File: config.mk
export PLATFORM = sky130hd
export DESIGN_NAME = touch_long_press_classifier
export DESIGN_NICKNAME = d
export VERILOG_FILES = /design/src/rtl/core/tlpc_pkg.sv /design/src/rtl/core/tlpc_front.sv /design/src/rtl/core/tlpc_queue.sv /design/src/rtl/core/tlpc_back.sv /design/src/rtl/core/touch_long_press_classifier.sv
export SDC_FILE = /design/constraint.sdc
export NUM_CORES = 1
export LEC_CHECK = 0
export BUFFER_PORTS_ARGS = -buffer_cell sky130_fd_sc_hd__buf_4
export CAP_MARGIN = 10
export CORE_ASPECT_RATIO = 1.5
export CORE_MARGIN = 10
export CORE_UTILIZATION = 50
export DETAILED_ROUTE_END_ITERATION = 16
export PLACE_DENSITY = 0.7
export SETUP_SLACK_MARGIN = 0.02
export SYNTH_ARGS = -nofsm -noshare
export SYNTH_HDL_FRONTEND = slang
export SYNTH_SLANG_ARGS = --single-unit
File: constraint.sdc
create_clock -name clk -period 9.2 [get_ports clk]
set_clock_uncertainty 0.1 [all_clocks]
set_input_delay 1.84 -clock clk [delete_from_list [all_inputs] [get_ports clk]]
set_output_delay 1.84 -clock clk [all_outputs]
set_load 0.01 [all_outputs]
File: src/rtl/core/tlpc_pkg.sv
// shared types and constants for the touch long-press classifier
// no dependencies; imported by every module of the block
`timescale 1ns / 1ps
`default_nettype none

package tlpc_pkg;

    // field widths
    localparam int OP_W    = 3;
    localparam int POS_W   = 16;
    localparam int SEC_W   = 32;
    localparam int USEC_W  = 20;
    localparam int HELD_W  = 32;
    localparam int SENS_W  = 16;
    localparam int CIDX_W  = 2;
    localparam int CDATA_W = 32;

    // duration arithmetic widths
    localparam int DSEC_W  = SEC_W + 1;
    localparam int DUS_W   = USEC_W + 2;
    localparam int PROD_W  = DSEC_W + USEC_W;
    localparam int TOTAL_W = PROD_W + 1;

    localparam logic [USEC_W-1:0] USEC_PER_SEC = USEC_W'(1000000);

    // register reset values
    localparam logic [HELD_W-1:0] CLICK_TIME_RST = HELD_W'(500000);
    localparam logic [HELD_W-1:0] HOLD_TIME_RST  = HELD_W'(4000000);
    localparam logic [SENS_W-1:0] SENS_RST       = SENS_W'(8);

    // event kinds
    localparam logic [OP_W-1:0] OP_DOWN = 3'd0;
    localparam logic [OP_W-1:0] OP_UP   = 3'd1;
    localparam logic [OP_W-1:0] OP_POSX = 3'd2;
    localparam logic [OP_W-1:0] OP_POSY = 3'd3;

    // register indexes
    localparam logic [CIDX_W-1:0] REG_CLICK_TIME = 2'd0;
    localparam logic [CIDX_W-1:0] REG_HOLD_TIME  = 2'd1;
    localparam logic [CIDX_W-1:0] REG_MOVE_SENS  = 2'd2;

    typedef struct packed {
        logic [OP_W-1:0]   operation;
        logic [POS_W-1:0]  position;
        logic [SEC_W-1:0]  stamp_sec;
        logic [USEC_W-1:0] stamp_usec;
    } tlpc_in_t;

    typedef struct packed {
        logic              button;
        logic [HELD_W-1:0] held_us;
    } tlpc_out_t;

    typedef struct packed {
        logic [HELD_W-1:0] click_time_us;
        logic [HELD_W-1:0] hold_time_us;
        logic [SENS_W-1:0] move_window;
    } tlpc_cfg_t;

    // press measured by the front, seconds and microseconds after borrow
    typedef struct packed {
        logic signed [DSEC_W-1:0] dsec;
        logic signed [DUS_W-1:0]  dus;
    } tlpc_job_t;

endpackage

`default_nettype wire

File: src/rtl/core/tlpc_front.sv
// front part: press tracking state, movement check and duration split
// depends on tlpc_pkg; feeds measured presses to the job queue
`timescale 1ns / 1ps
`default_nettype none

module tlpc_front
    import tlpc_pkg::*;
(
    input  wire logic      clk,
    input  wire logic      rst_n,
    input  wire logic      in_valid,
    output logic           in_ready,
    input  tlpc_in_t       in_data,
    input  tlpc_cfg_t      cfg,
    output logic           job_valid,
    output tlpc_job_t      job,
    input  wire logic      job_ready
);

    logic              armed_reg, armed_next;
    logic [SEC_W-1:0]  start_sec_reg, start_sec_next;
    logic [USEC_W-1:0] start_usec_reg, start_usec_next;
    logic [POS_W-1:0]  first_x_reg, first_x_next;
    logic [POS_W-1:0]  first_y_reg, first_y_next;

    logic              accept;
    logic [POS_W-1:0]  seen;
    logic [POS_W-1:0]  diff;
    logic              moved;
    logic [DSEC_W-1:0] sec_diff;
    logic [DSEC_W-1:0] sec_diff_m1;
    logic              sec_later;
    logic              usec_borrow;
    logic [DUS_W-1:0]  dus_raw;

    // the queue sets the pace of the input side
    assign in_ready = job_ready;
    assign accept   = in_valid && in_ready;

    // movement check against the first-seen value of the axis
    assign seen  = (in_data.operation == OP_POSX) ? first_x_reg : first_y_reg;
    assign diff  = (in_data.position > seen) ? (in_data.position - seen)
                                             : (seen - in_data.position);
    assign moved = (seen != '0) && (diff > cfg.move_window);

    // duration split with borrow, sec - start - 1 built in parallel
    assign sec_diff    = {1'b0, in_data.stamp_sec} - {1'b0, start_sec_reg};
    assign sec_diff_m1 = {1'b0, in_data.stamp_sec} + ~{1'b0, start_sec_reg};
    assign sec_later   = in_data.stamp_sec > start_sec_reg;
    assign usec_borrow = in_data.stamp_usec < start_usec_reg;
    assign dus_raw     = {2'b00, in_data.stamp_usec} - {2'b00, start_usec_reg};

    always_comb
    begin
        job.dsec = $signed((usec_borrow && sec_later) ? sec_diff_m1 : sec_diff);
        job.dus  = $signed(usec_borrow ? (dus_raw + {2'b00, USEC_PER_SEC}) : dus_raw);
    end

    assign job_valid = accept && (in_data.operation == OP_UP) && armed_reg;

    // next state per event kind
    always_comb
    begin
        armed_next      = armed_reg;
        start_sec_next  = start_sec_reg;
        start_usec_next = start_usec_reg;
        first_x_next    = first_x_reg;
        first_y_next    = first_y_reg;
        if (accept)
        begin
            unique case (in_data.operation) inside
                OP_DOWN:
                begin
                    armed_next      = 1'b1;
                    first_x_next    = '0;
                    first_y_next    = '0;
                    start_sec_next  = in_data.stamp_sec;
                    start_usec_next = in_data.stamp_usec;
                end
                OP_UP:
                begin
                    armed_next = 1'b0;
                end
                OP_POSX, OP_POSY:
                begin
                    if (armed_reg)
                    begin
                        // zero means not yet seen
                        if (seen == '0)
                        begin
                            if (in_data.operation == OP_POSX)
                                first_x_next = in_data.position;
                            else
                                first_y_next = in_data.position;
                        end
                        if (moved)
                        begin
                            armed_next      = 1'b0;
                            start_sec_next  = in_data.stamp_sec;
                            start_usec_next = in_data.stamp_usec;
                        end
                    end
                end
                default:
                begin
                end
            endcase
        end
    end

    always_ff @(posedge clk or negedge rst_n)
    begin
        if (!rst_n)
        begin
            armed_reg      <= 1'b0;
            start_sec_reg  <= '0;
            start_usec_reg <= '0;
            first_x_reg    <= '0;
            first_y_reg    <= '0;
        end
        else
        begin
            armed_reg      <= armed_next;
            start_sec_reg  <= start_sec_next;
            start_usec_reg <= start_usec_next;
            first_x_reg    <= first_x_next;
            first_y_reg    <= first_y_next;
        end
    end

endmodule

`default_nettype wire

File: src/rtl/core/tlpc_queue.sv
// short job queue between the front and back parts
// depends on tlpc_pkg for the job type
`timescale 1ns / 1ps
`default_nettype none

module tlpc_queue
    import tlpc_pkg::*;
#(
    parameter int DEPTH = 2
)
(
    input  wire logic clk,
    input  wire logic rst_n,
    input  wire logic push_valid,
    output logic      push_ready,
    input  tlpc_job_t push_data,
    output logic      pop_valid,
    input  wire logic pop_ready,
    output tlpc_job_t pop_data
);

    localparam int PTR_W = (DEPTH > 1) ? $clog2(DEPTH) : 1;
    localparam int CNT_W = $clog2(DEPTH + 1);

    tlpc_job_t        entry_reg [DEPTH];
    logic [PTR_W-1:0] wr_ptr_reg, wr_ptr_next;
    logic [PTR_W-1:0] rd_ptr_reg, rd_ptr_next;
    logic [CNT_W-1:0] count_reg, count_next;
    logic             push, pop;

    assign push_ready = count_reg != CNT_W'(DEPTH);
    assign pop_valid  = count_reg != '0;
    assign pop_data   = entry_reg[rd_ptr_reg];
    assign push       = push_valid && push_ready;
    assign pop        = pop_valid && pop_ready;

    // pointer wrap and fill count
    always_comb
    begin
        wr_ptr_next = wr_ptr_reg;
        rd_ptr_next = rd_ptr_reg;
        count_next  = count_reg;
        if (push)
            wr_ptr_next = (wr_ptr_reg == PTR_W'(DEPTH - 1)) ? '0 : wr_ptr_reg + 1'b1;
        if (pop)
            rd_ptr_next = (rd_ptr_reg == PTR_W'(DEPTH - 1)) ? '0 : rd_ptr_reg + 1'b1;
        if (push && !pop)
            count_next = count_reg + 1'b1;
        else if (pop && !push)
            count_next = count_reg - 1'b1;
    end

    always_ff @(posedge clk or negedge rst_n)
    begin
        if (!rst_n)
        begin
            wr_ptr_reg <= '0;
            rd_ptr_reg <= '0;
            count_reg  <= '0;
        end
        else
        begin
            wr_ptr_reg <= wr_ptr_next;
            rd_ptr_reg <= rd_ptr_next;
            count_reg  <= count_next;
        end
    end

    // entry storage
    always_ff @(posedge clk)
    begin
        if (push)
            entry_reg[wr_ptr_reg] <= push_data;
    end

endmodule

`default_nettype wire

File: src/rtl/core/tlpc_back.sv
// back part: duration scaling, saturation, click classification, result register
// depends on tlpc_pkg; takes jobs from the queue
`timescale 1ns / 1ps
`default_nettype none

module tlpc_back
    import tlpc_pkg::*;
(
    input  wire logic clk,
    input  wire logic rst_n,
    input  wire logic job_valid,
    output logic      job_ready,
    input  tlpc_job_t job,
    input  tlpc_cfg_t cfg,
    output logic      out_valid,
    input  wire logic out_ready,
    output tlpc_out_t out_data
);

    logic                     s1_valid_reg;
    logic signed [PROD_W-1:0] s1_prod_reg;
    logic signed [DUS_W-1:0]  s1_dus_reg;
    logic                     out_valid_reg;
    tlpc_out_t                out_data_reg;

    logic signed [PROD_W-1:0]  prod;
    logic signed [TOTAL_W-1:0] total;
    logic                      negative;
    logic                      saturate;
    logic [HELD_W-1:0]         held;
    logic                      keep;
    logic                      s1_ready;
    logic                      s2_ready;

    // stall chain back from the result register
    assign s2_ready  = !out_valid_reg || out_ready;
    assign s1_ready  = !s1_valid_reg || s2_ready;
    assign job_ready = s1_ready;

    // whole seconds to microseconds
    assign prod = $signed({{(PROD_W - DSEC_W){job.dsec[DSEC_W-1]}}, job.dsec})
                * $signed({{(PROD_W - USEC_W){1'b0}}, USEC_PER_SEC});

    always_ff @(posedge clk or negedge rst_n)
    begin
        if (!rst_n)
            s1_valid_reg <= 1'b0;
        else if (s1_ready)
            s1_valid_reg <= job_valid;
    end

    always_ff @(posedge clk)
    begin
        if (s1_ready && job_valid)
        begin
            s1_prod_reg <= prod;
            s1_dus_reg  <= job.dus;
        end
    end

    // total duration, saturation and thresholds
    assign total    = {s1_prod_reg[PROD_W-1], s1_prod_reg}
                    + {{(TOTAL_W - DUS_W){s1_dus_reg[DUS_W-1]}}, s1_dus_reg};
    assign negative = total[TOTAL_W-1];
    assign saturate = |total[TOTAL_W-2:HELD_W];
    assign held     = saturate ? '1 : total[HELD_W-1:0];
    assign keep     = !negative && (held >= cfg.click_time_us);

    always_ff @(posedge clk or negedge rst_n)
    begin
        if (!rst_n)
            out_valid_reg <= 1'b0;
        else if (s2_ready)
            out_valid_reg <= s1_valid_reg && keep;
    end

    always_ff @(posedge clk)
    begin
        if (s2_ready)
        begin
            out_data_reg.button  <= held >= cfg.hold_time_us;
            out_data_reg.held_us <= held;
        end
    end

    assign out_valid = out_valid_reg;
    assign out_data  = out_data_reg;

endmodule

`default_nettype wire

File: src/rtl/core/touch_long_press_classifier.sv
// touch long-press classifier: a touch-up beat reaches the result through the
// queue entry, the multiply stage and the result register; one beat accepted per cycle
// while the job queue has room, results leave at one per cycle while out_ready is high
// reset: detector disarmed, coordinates unset, queue and pipeline empty,
// registers at click 500000 us, hold 4000000 us, sensitivity 8
// depends on tlpc_pkg, tlpc_front, tlpc_queue, tlpc_back
`timescale 1ns / 1ps
`default_nettype none

module touch_long_press_classifier
    import tlpc_pkg::*;
#(
    parameter int QUEUE_DEPTH = 2
)
(
    input  wire logic               clk,
    input  wire logic               rst_n,
    input  wire logic               in_valid,
    output logic                    in_ready,
    input  tlpc_in_t                in_data,
    output logic                    out_valid,
    input  wire logic               out_ready,
    output tlpc_out_t               out_data,
    input  wire logic               cfg_valid,
    output logic                    cfg_ready,
    input  wire logic [CIDX_W-1:0]  cfg_index,
    input  wire logic [CDATA_W-1:0] cfg_data
);

    tlpc_cfg_t cfg_reg;
    logic      front_job_valid;
    tlpc_job_t front_job;
    logic      queue_push_ready;
    logic      queue_pop_valid;
    tlpc_job_t queue_pop_data;
    logic      back_job_ready;

    // configuration registers, writes always taken
    assign cfg_ready = 1'b1;

    always_ff @(posedge clk or negedge rst_n)
    begin
        if (!rst_n)
        begin
            cfg_reg.click_time_us <= CLICK_TIME_RST;
            cfg_reg.hold_time_us  <= HOLD_TIME_RST;
            cfg_reg.move_window   <= SENS_RST;
        end
        else if (cfg_valid && cfg_ready)
        begin
            unique case (cfg_index)
                REG_CLICK_TIME: cfg_reg.click_time_us <= cfg_data;
                REG_HOLD_TIME:  cfg_reg.hold_time_us  <= cfg_data;
                REG_MOVE_SENS:  cfg_reg.move_window   <= cfg_data[SENS_W-1:0];
                default:
                begin
                end
            endcase
        end
    end

    // press tracking
    tlpc_front u_front (
        .clk       (clk),
        .rst_n     (rst_n),
        .in_valid  (in_valid),
        .in_ready  (in_ready),
        .in_data   (in_data),
        .cfg       (cfg_reg),
        .job_valid (front_job_valid),
        .job       (front_job),
        .job_ready (queue_push_ready)
    );

    // decoupling queue
    tlpc_queue #(
        .DEPTH (QUEUE_DEPTH)
    ) u_queue (
        .clk        (clk),
        .rst_n      (rst_n),
        .push_valid (front_job_valid),
        .push_ready (queue_push_ready),
        .push_data  (front_job),
        .pop_valid  (queue_pop_valid),
        .pop_ready  (back_job_ready),
        .pop_data   (queue_pop_data)
    );

    // duration and click classification
    tlpc_back u_back (
        .clk       (clk),
        .rst_n     (rst_n),
        .job_valid (queue_pop_valid),
        .job_ready (back_job_ready),
        .job       (queue_pop_data),
        .cfg       (cfg_reg),
        .out_valid (out_valid),
        .out_ready (out_ready),
        .out_data  (out_data)
    );

endmodule

`default_nettype wire
==> impl_metrics.py <==
metrics = {
    "outcome": {
        "outcome": "completed",
    },
    "routing": {
        "wire_per_inst_um": 19.95,
        "vias": 22864,
        "wl_met3_mm": 2.578,
        "wl_mm": 79.71,
        "vias_per_cell": 5.723,
        "ant_nets": 0,
        "drt-initial-drc-count": 1116,
        "maxUsedRoutingLayer": "met4",
        "met1_length_mm": 29.69,
        "wl_met2_mm": 42.59,
        "drc": 0,
        "firstDrtPassIters": 5,
    },
    "global_route": {
        "grt_max_degree": 93,
        "grt_pass1_wl_mm": 128.8,
        "overflow": 0,
        "grt_use_total_pct": 21.71,
        "antenna_found_initial": 0,
        "grt_pass1_vias": 24846,
    },
    "placement": {
        "hpwl_mm": 64.28,
        "place_congestion": 0.9546,
        "io_buffers": 144,
    },
    "setup_path": {
        "cp-start-kind": "primary input",
        "cp_slowest_cell": "a311oi_1",
        "crit_arrival_ns": 8.63,
        "cp_common_cell": "a21o_1",
        "critical_path_required_ns": 9.59,
        "cp_max_fo": 73,
        "end_kind": "register",
        "cpPeakStageDelay_ns": 0.60,
        "crit_type": "primary input to register",
    },
    "die": {
        "die_w_um": 225.5,
        "die_h_um": 328.2,
        "num_rows": 112,
        "dieArea_um2": 74010,
        "core_area_um2": 62500,
        "initial_core_util_pct": 50.67,
        "ios": 146,
    },
    "clocking": {
        "ctsHoldBuffers": 0,
        "htreeDepth": 2,
        "clk_pin_slew_worst_paths_ns": 0.06,
        "postCtsSetupBuffers": 0,
        "root_buffer": "clkbuf_16",
        "cts_tree": "built",
        "cts.sinks": 383,
        "clk_path_buf_depth": 3,
        "cts_buffers": 42,
        "ctsResizeCount": 0,
        "clk_latency_ns": 0.58,
    },
    "synthesis": {
        "synth_fa_ha_area_share_pct": 26.77,
        "synth_area_um2": 31670,
        "syn-mean-instance-area_um2": 10.35,
        "synth-async-reset-ratio_pct": 44.65,
        "ys_ff_latch": 383,
        "synth_fp_nets": 3751,
        "synthSimpleGateAreaFrac_pct": 9.056,
        "syn_inst": 3060,
        "yosysWarningCount": 0,
        "synth.distinct_cells": 83,
        "synth_compound_area_share_pct": 14.11,
        "synth_mux_area_share_pct": 6.029,
        "ys_seq_area_share_pct": 33.68,
        "synth-edff-count": 212,
        "synth_flop_cell": "edfxtp_1",
        "synth-xor-area-share_pct": 4.121,
        "synth_top_family_by_area": "adder cells",
    },
    "sta": {
        "setup_viol": 0,
        "period_share_pct": 89.60,
        "tns_ns": 0,
        "fmax_mhz": 121.3,
        "hold_viol": 0,
        "rsz0062_at_grt": "false",
        "worstMarginPinSlew_ns": 1.025,
        "drv_slew": 0,
        "finalCriticalPeriod_ns": 8.243,
        "slew-limit-headroom_pct": 31.70,
    },
    "layout": {
        "antenna-diode-count": 0,
        "largest_reg_flops": 110,
        "area_delta_synth_final_pct": 10.45,
        "drive_gt1_share_pct": 13.29,
        "nets": 3854,
    },
    "worst_hold_path": {
        "hold_path.class": "register to register",
    },
    "flow_run": {
        "maxCapViolCount": 0,
    },
}
-- stage by stage --
stage	setup slack, ns	utilization, %	cell area (um^2)	hold WS [ns]	cells
after global placement	0.5888	53.58	33490	0.3747	3917
after floorplan	1.158	-	31670	0.3520	3060
after global routing	0.4767	55.96	34970	0.4099	3995
final	0.9567	55.96	34970	0.3884	3995
after CTS	1.062	55.96	34970	0.3889	3995
after detailed placement	0.4966	53.58	33490	0.3748	3917
-- cells by family after synthesis --
group                    after synthesis
flip-flops                           383
AO/OA/AOI/OAI                        705
other                                  1
AND/OR/NAND/NOR                      566
multiplexers                         173
adder cells (fa/ha/maj)              581
buffers and inverters                502
XOR/XNOR                             149
-- cell type report --
type / instances / area (um^2)
multi-input combinational: 2175 / 19070
inverter: 393 / 1475
sequential: 383 / 10670
clock buffer: 48 / 1125
tap: 798 / 998.5
timing repair buffer: 168 / 1277
clock inverter: 30 / 360.3
fill: 5441 / 27530
-- critical path: cells and delay by family --
kind	cells	cell delay [ns]
buffers and inverters	5	0.81
XOR/XNOR	1	0.16
AND/OR/NAND/NOR	8	1.38
multiplexers	1	0.18
adder cells (fa/ha/maj)	3	0.89
AO/OA/AOI/OAI	13	3.30
-- path summary, 6_finish.rpt --
kind | startpoint | to | slack, ns | cells past startpoint
worst min-delay path | u_front.first_x_reg[13]$_DFFE_PN0P_ | u_front.first_x_reg[13]$_DFFE_PN0P_ | 0.39 | 1
worst min register to register | u_front.first_x_reg[13]$_DFFE_PN0P_ | u_front.first_x_reg[13]$_DFFE_PN0P_ | 0.39 | 1
worst max register to register | u_queue.rd_ptr_reg$_DFFE_PN0P_ | u_back.s1_prod_reg[49]$_DFFE_PP_ | 1.80 | 21
worst max-delay path | in_data[69] | u_front.start_usec_reg[2]$_DFFE_PN0P_ | 0.96 | 31
max in group asynchronous | rst_n | cfg_reg[77]$_DFFE_PN0P_ | 6.14 | 2
min in group asynchronous | rst_n | cfg_reg[50]$_DFFE_PN0P_ | 1.24 | 1
-- metal layers --
layer,GRT usage [%],vias to the layer above
met5,0,-
met4,12.33,0
met3,2.640,216
met2,41.31,492
met1,22.39,11164
li1,-,10992
-- cell usage after synthesis (all sizes together), types with 5 or more instances --
library cell	number	area, um^2
a211oi	17	127.6
a311oi	8	70.07
buf	31	202.7
a21o	125	938.4
nand2	199	747.0
a21oi	186	942.2
a31o	7	61.31
xor2	54	473.0
nor4	9	77.57
xnor2	95	832.1
a221oi	6	52.55
a31oi	28	175.2
o21bai	31	232.7
nor2	82	307.8
and3	16	100.1
a21boi	11	93.84
nor3	26	135.1
inv	393	1475
dfstp	15	394.1
o211ai	11	82.58
o31ai	11	87.58
and2	22	137.6
fa	161	3223
nor2b	31	193.9
o21ai	185	925.9
nand3	33	165.2
nand4b	12	105.1
and4	5	43.79
or2	6	37.54
mux2i	31	310.3
ha	420	5255
a211o	6	52.55
nand2b	23	143.9
a41oi	6	52.55
mux2	142	1599
dfrtp	156	3904
or3	11	73.82
nand4	77	481.7
clkbuf	78	292.8
o21a	27	202.7
o2111ai	6	52.55
edfxtp	212	6366
-- layout by cell type, fill, tap and decap left out, types with 16 or more instances in the layout --
| master | instances |
|---|---|
| and3_1 | 16 |
| o21ai_0 | 181 |
| nor3_1 | 25 |
| mux2_2 | 131 |
| nor2b_1 | 30 |
| a31oi_1 | 28 |
| buf_4 | 166 |
| nor2_1 | 82 |
| o21a_1 | 27 |
| xnor2_1 | 94 |
| and2_1 | 20 |
| nand2_1 | 199 |
| nand3_1 | 33 |
| dfrtp_1 | 155 |
| xor2_1 | 54 |
| clkbuf_16 | 43 |
| inv_1 | 392 |
| fa_1 | 161 |
| a21o_1 | 125 |
| o21bai_1 | 31 |
| a21oi_1 | 183 |
| nand2b_1 | 23 |
| edfxtp_1 | 212 |
| nand4_1 | 77 |
| mux2i_1 | 31 |
| ha_1 | 420 |
| a211oi_1 | 16 |
Power is left out: the tool's default activity adds up to more than one toggle a clock period on the data nets, which glitch-free logic cannot reach.
